$ cat config.mk
export PLATFORM = sky130hd
export DESIGN_NAME = pedc_fifo
export DESIGN_NICKNAME = d
export VERILOG_FILES = /design/src/rtl/assert_macros.svh /design/src/rtl/pedc_fifo.sv
export SDC_FILE = /design/constraint.sdc
export NUM_CORES = 1
export LEC_CHECK = 0
export ABC_CLOCK_PERIOD_IN_PS = 1200
export CAP_MARGIN = 10
export CORE_MARGIN = 5
export CORE_UTILIZATION = 30
export DETAILED_ROUTE_END_ITERATION = 10
export DONT_BUFFER_PORTS = 1
export GPL_TIMING_DRIVEN = 1
export PLACE_DENSITY = 0.45
export SYNTH_ARGS = -nofsm -noshare
export SYNTH_HDL_FRONTEND = slang
export SYNTH_SLANG_ARGS = --single-unit
$ cat constraint.sdc
create_clock -name clk -period 1.2 [get_ports clk]
set_input_delay 0.06 -clock clk [delete_from_list [all_inputs] [get_ports clk]]
set_output_delay 0.06 -clock clk [all_outputs]
set_load 0.005 [all_outputs]
$ cat src/rtl/assert_macros.svh
// ----------------------------------------------------------------------------
// assert_macros.svh
// Assertion macros shared by the RTL. Simulation builds get the checks, and
// synthesis builds (SYNTH defined) get empty bodies.
// ----------------------------------------------------------------------------
`ifndef ASSERT_MACROS_SVH
`define ASSERT_MACROS_SVH

`ifndef SYNTH

`define ASSERT_IMPLY(name, clk, rst_n, ante, cons) \
    name: assert property (@(posedge clk) disable iff (!rst_n) (ante) |-> (cons)) \
        else $error("same-cycle check failed");

`define ASSERT_NEXT(name, clk, rst_n, ante, cons) \
    name: assert property (@(posedge clk) disable iff (!rst_n) (ante) |=> (cons)) \
        else $error("next-cycle check failed");

`else

`define ASSERT_IMPLY(name, clk, rst_n, ante, cons)

`define ASSERT_NEXT(name, clk, rst_n, ante, cons)

`endif

`endif

$ cat src/rtl/pedc_fifo.sv
// ----------------------------------------------------------------------------
// pedc_fifo
// Short flop-based queue between the classifier and the generation sequencer.
// ----------------------------------------------------------------------------
module pedc_fifo #(
    parameter int WIDTH = 8,
    parameter int DEPTH = 2
) (
    input  logic             clk,
    input  logic             rst_n,
    input  logic             push,
    input  logic [WIDTH-1:0] wdata,
    input  logic             pop,
    output logic [WIDTH-1:0] rdata,
    output logic             full,
    output logic             empty
);

    localparam int PW = $clog2(DEPTH);
    localparam int CW = $clog2(DEPTH + 1);

    logic [WIDTH-1:0] slot_reg [DEPTH];
    logic [PW-1:0]    wr_ptr_reg;
    logic [PW-1:0]    wr_ptr_next;
    logic [PW-1:0]    rd_ptr_reg;
    logic [PW-1:0]    rd_ptr_next;
    logic [CW-1:0]    count_reg;
    logic [CW-1:0]    count_next;

    assign full  = (count_reg == CW'(DEPTH));
    assign empty = (count_reg == '0);
    assign rdata = slot_reg[rd_ptr_reg];

    always_comb
    begin
        wr_ptr_next = wr_ptr_reg;
        rd_ptr_next = rd_ptr_reg;
        count_next  = count_reg;
        if (push)
        begin
            wr_ptr_next = (wr_ptr_reg == PW'(DEPTH - 1)) ? '0 : wr_ptr_reg + 1'b1;
        end
        if (pop)
        begin
            rd_ptr_next = (rd_ptr_reg == PW'(DEPTH - 1)) ? '0 : rd_ptr_reg + 1'b1;
        end
        if (push && !pop)
        begin
            count_next = count_reg + 1'b1;
        end
        else if (pop && !push)
        begin
            count_next = count_reg - 1'b1;
        end
    end

    always_ff @(posedge clk)
    begin
        if (push)
        begin
            slot_reg[wr_ptr_reg] <= wdata;
        end
    end

    always_ff @(posedge clk or negedge rst_n)
    begin
        if (!rst_n)
        begin
            wr_ptr_reg <= '0;
            rd_ptr_reg <= '0;
            count_reg  <= '0;
        end
        else
        begin
            wr_ptr_reg <= wr_ptr_next;
            rd_ptr_reg <= rd_ptr_next;
            count_reg  <= count_next;
        end
    end

endmodule

==> run metrics <==
Die W 60.7 um; met1 WL 520 um; CP endpoint kind output port; RR Endpoint slot_reg[0][7]$_DFFE_PP_; router iterations before antenna repair 3; length in cells of the worst reg-to-reg path 2; Post-Synthesis Cells 41; number of distinct library cells after synthesis 12; first-pass GRT wire length 2070 um; # rows 18; Yosys top cell area share 62.3%; area of the multi-input gates 186 sq um; Pleak 0.386 nW; number of enable flip-flop cells after synthesis 16; asr flop ratio synth 20.0%; Synth Register Bits 20; most frequent cell after synthesis edfxtp_1; Crit Path Max Fanout 5; Synth top cells by count edfxtp_1 (16), mux2_2 (8), dfrtp_1 (4), xor2_1 (4), nor2_1 (2); Clock Latency Late Sink 0.29 ns; IO buf count 0; area delta synth->final 30.5%; PD cells 1990 nW/um^2; endpoints failing hold 0; Hold Path Class primary input to flop; pin count of the biggest net entering global routing 12; CP Data Arrival Time 1.16 ns; Required @ worst endpoint 1.14 ns; Hold EP count_reg[0]$_DFFE_PN0P_; area post-placement 827 sq um; Worst-path clk slew 0.10 ns; CTS root buf clkbuf_4; Max Used Layer met3; final setup fails 6; status finished with violations; failing checks negative setup slack; register area 582 sq um; fmax 823 MHz; clock sinks 20; Post-Syn Area 771 sq um; clock buffer count from CTS 3; clock buffer depth 2; Final period util 101%; Routability Congestion 0.825; Min-Delay Startpoint push; # diodes 0; met2 WL 740 um; design area 1010 sq um; GRT Util Overall 8.31%; Slew @ Worst Pin 0.198 ns; WHS Path Cells 2; sequential area share after synthesis 75.3%; crit path time final 1.22 ns; synth warn 0; vias in the first global route 444; GRT overflow 0; final setup margin -0.0157 ns; Peak VDD IR 0.000870 V; Chip Height 60.7 um; top_reg_cell synth edfxtp_1; post-synth top area cell edfxtp_1; Vias/cell 4.41; final wirelength 1360 um; Routed Antenna Nets 0; Final Max Slew Viols 0; total number of vias 406; area of the core 2480 sq um; Initial Util 31.1%; initial antenna violation count 0; WL/cell 14.8 um; WS Path Type flop to output port; final net count 76; CTS H-Tree Depth 1; post-placement setup slack 0.147 ns; final routed DRC violation total 0; IO Pins 22; hold slack 0.0222 ns; FF-to-FF Start wr_ptr_reg$_DFFE_PN0P_; CP Launch Type flop; fillers 251; CTS tree done; Syn Nets 54; max FFs per register 16; headroom to the max-slew limit 86.8%; HPWL after DPL 947 um; Synth area leaders edfxtp_1 (62%), dfrtp_1 (13%), mux2_2 (12%); metal3 WL 101 um; max_cap viols 0; fraction of layout cells with a size suffix above 1 32.3%; Worst Clk Skew 0.00261 ns; die area 3680 sq um; DRT iter0 DRCs 7; RSZ-0062 raised after global routing yes; setup slack, reg-to-reg 0.16 ns; Syn Area/Cell 18.8 sq um
cell families after synthesis:
logic type               share of synthesized area (%)
flip-flops                                        75.3
multiplexers                                      11.7
XOR/XNOR                                          5.68
AND/OR/NAND/NOR                                   3.74
buffers and inverters                             1.95
adder cells (fa/ha/maj)                           1.62
layout make-up:
class | count | area share, %
clock buffers | 4 | 2.61
multi-input cells | 19 | 18.5
repair buffers | 18 | 16.9
inverters | 1 | 0.373
well taps | 30 | 3.73
flip-flops and latches | 20 | 57.8
routing by layer:
metal / vias up / global-route usage [%]
li1: 188 / -
met1: 207 / 8.19
met2: 11 / 15.0
met3: 0 / 3.62
met4: 0 / 3.72
met5: - / 0
worst max-delay path by stage:
| stage | depth (start not counted) | to | startpoint |
|---|---|---|---|
| CTS | 2 | rdata[7] | rd_ptr_reg$_DFFE_PN0P_ |
| global placement | 1 | rdata[2] | rd_ptr_reg$_DFFE_PN0P_ |
| finish | 2 | rdata[7] | rd_ptr_reg$_DFFE_PN0P_ |
| floorplan | 1 | slot_reg[0][0]$_DFFE_PP_ | wr_ptr_reg$_DFFE_PN0P_ |
| global route | 2 | rdata[7] | rd_ptr_reg$_DFFE_PN0P_ |
| detailed placement | 1 | rdata[7] | rd_ptr_reg$_DFFE_PN0P_ |
critical path, stage by stage (launching register included):
cell	delay, ns
dfrtp_2	0.39
buf_6	0.13
mux2_2	0.35
where the power goes:
part	total [W]	leakage (nW)	internal (W)	switching, W
logic	0.000654	0.176	0.000378	0.000276
clock network	0.000315	0.0150	0.000129	0.000186
registers	0.00103	0.196	0.000946	0.0000880
placed cells by master, fill, tap and decap left out:
cell type and count:
and2_1 1, and2b_2 1, buf_4 5, buf_6 2, clkbuf_1 1, clkbuf_4 3
dfrtp_1 3, dfrtp_2 1, dlygate4sd3_1 11, edfxtp_1 16, ha_1 1, inv_1 1
mux2_2 5, mux2_4 3, nor2_1 2, nor2b_1 1, xnor2_1 1, xor2_1 4
metrics by stage:
step	setup TNS (ns)	instances	utilization (%)	power (W)
global placement	0	74	33.4	0.00151
CTS	-0.127	92	39.8	0.00197
detailed placement	0	74	33.4	0.00154
finish	-0.0629	92	40.6	0.00200
global route	-0.512	92	40.6	0.00213
floorplan	0	41	-	0.00141
repair_timing:
action	in CTS	in global routing
resized for setup	2	5
setup buffers	3	0
hold endpoints to repair	22	0
setup endpoints to repair	8	8
hold buffers	11	0
(Power assumes the default switching activity.)
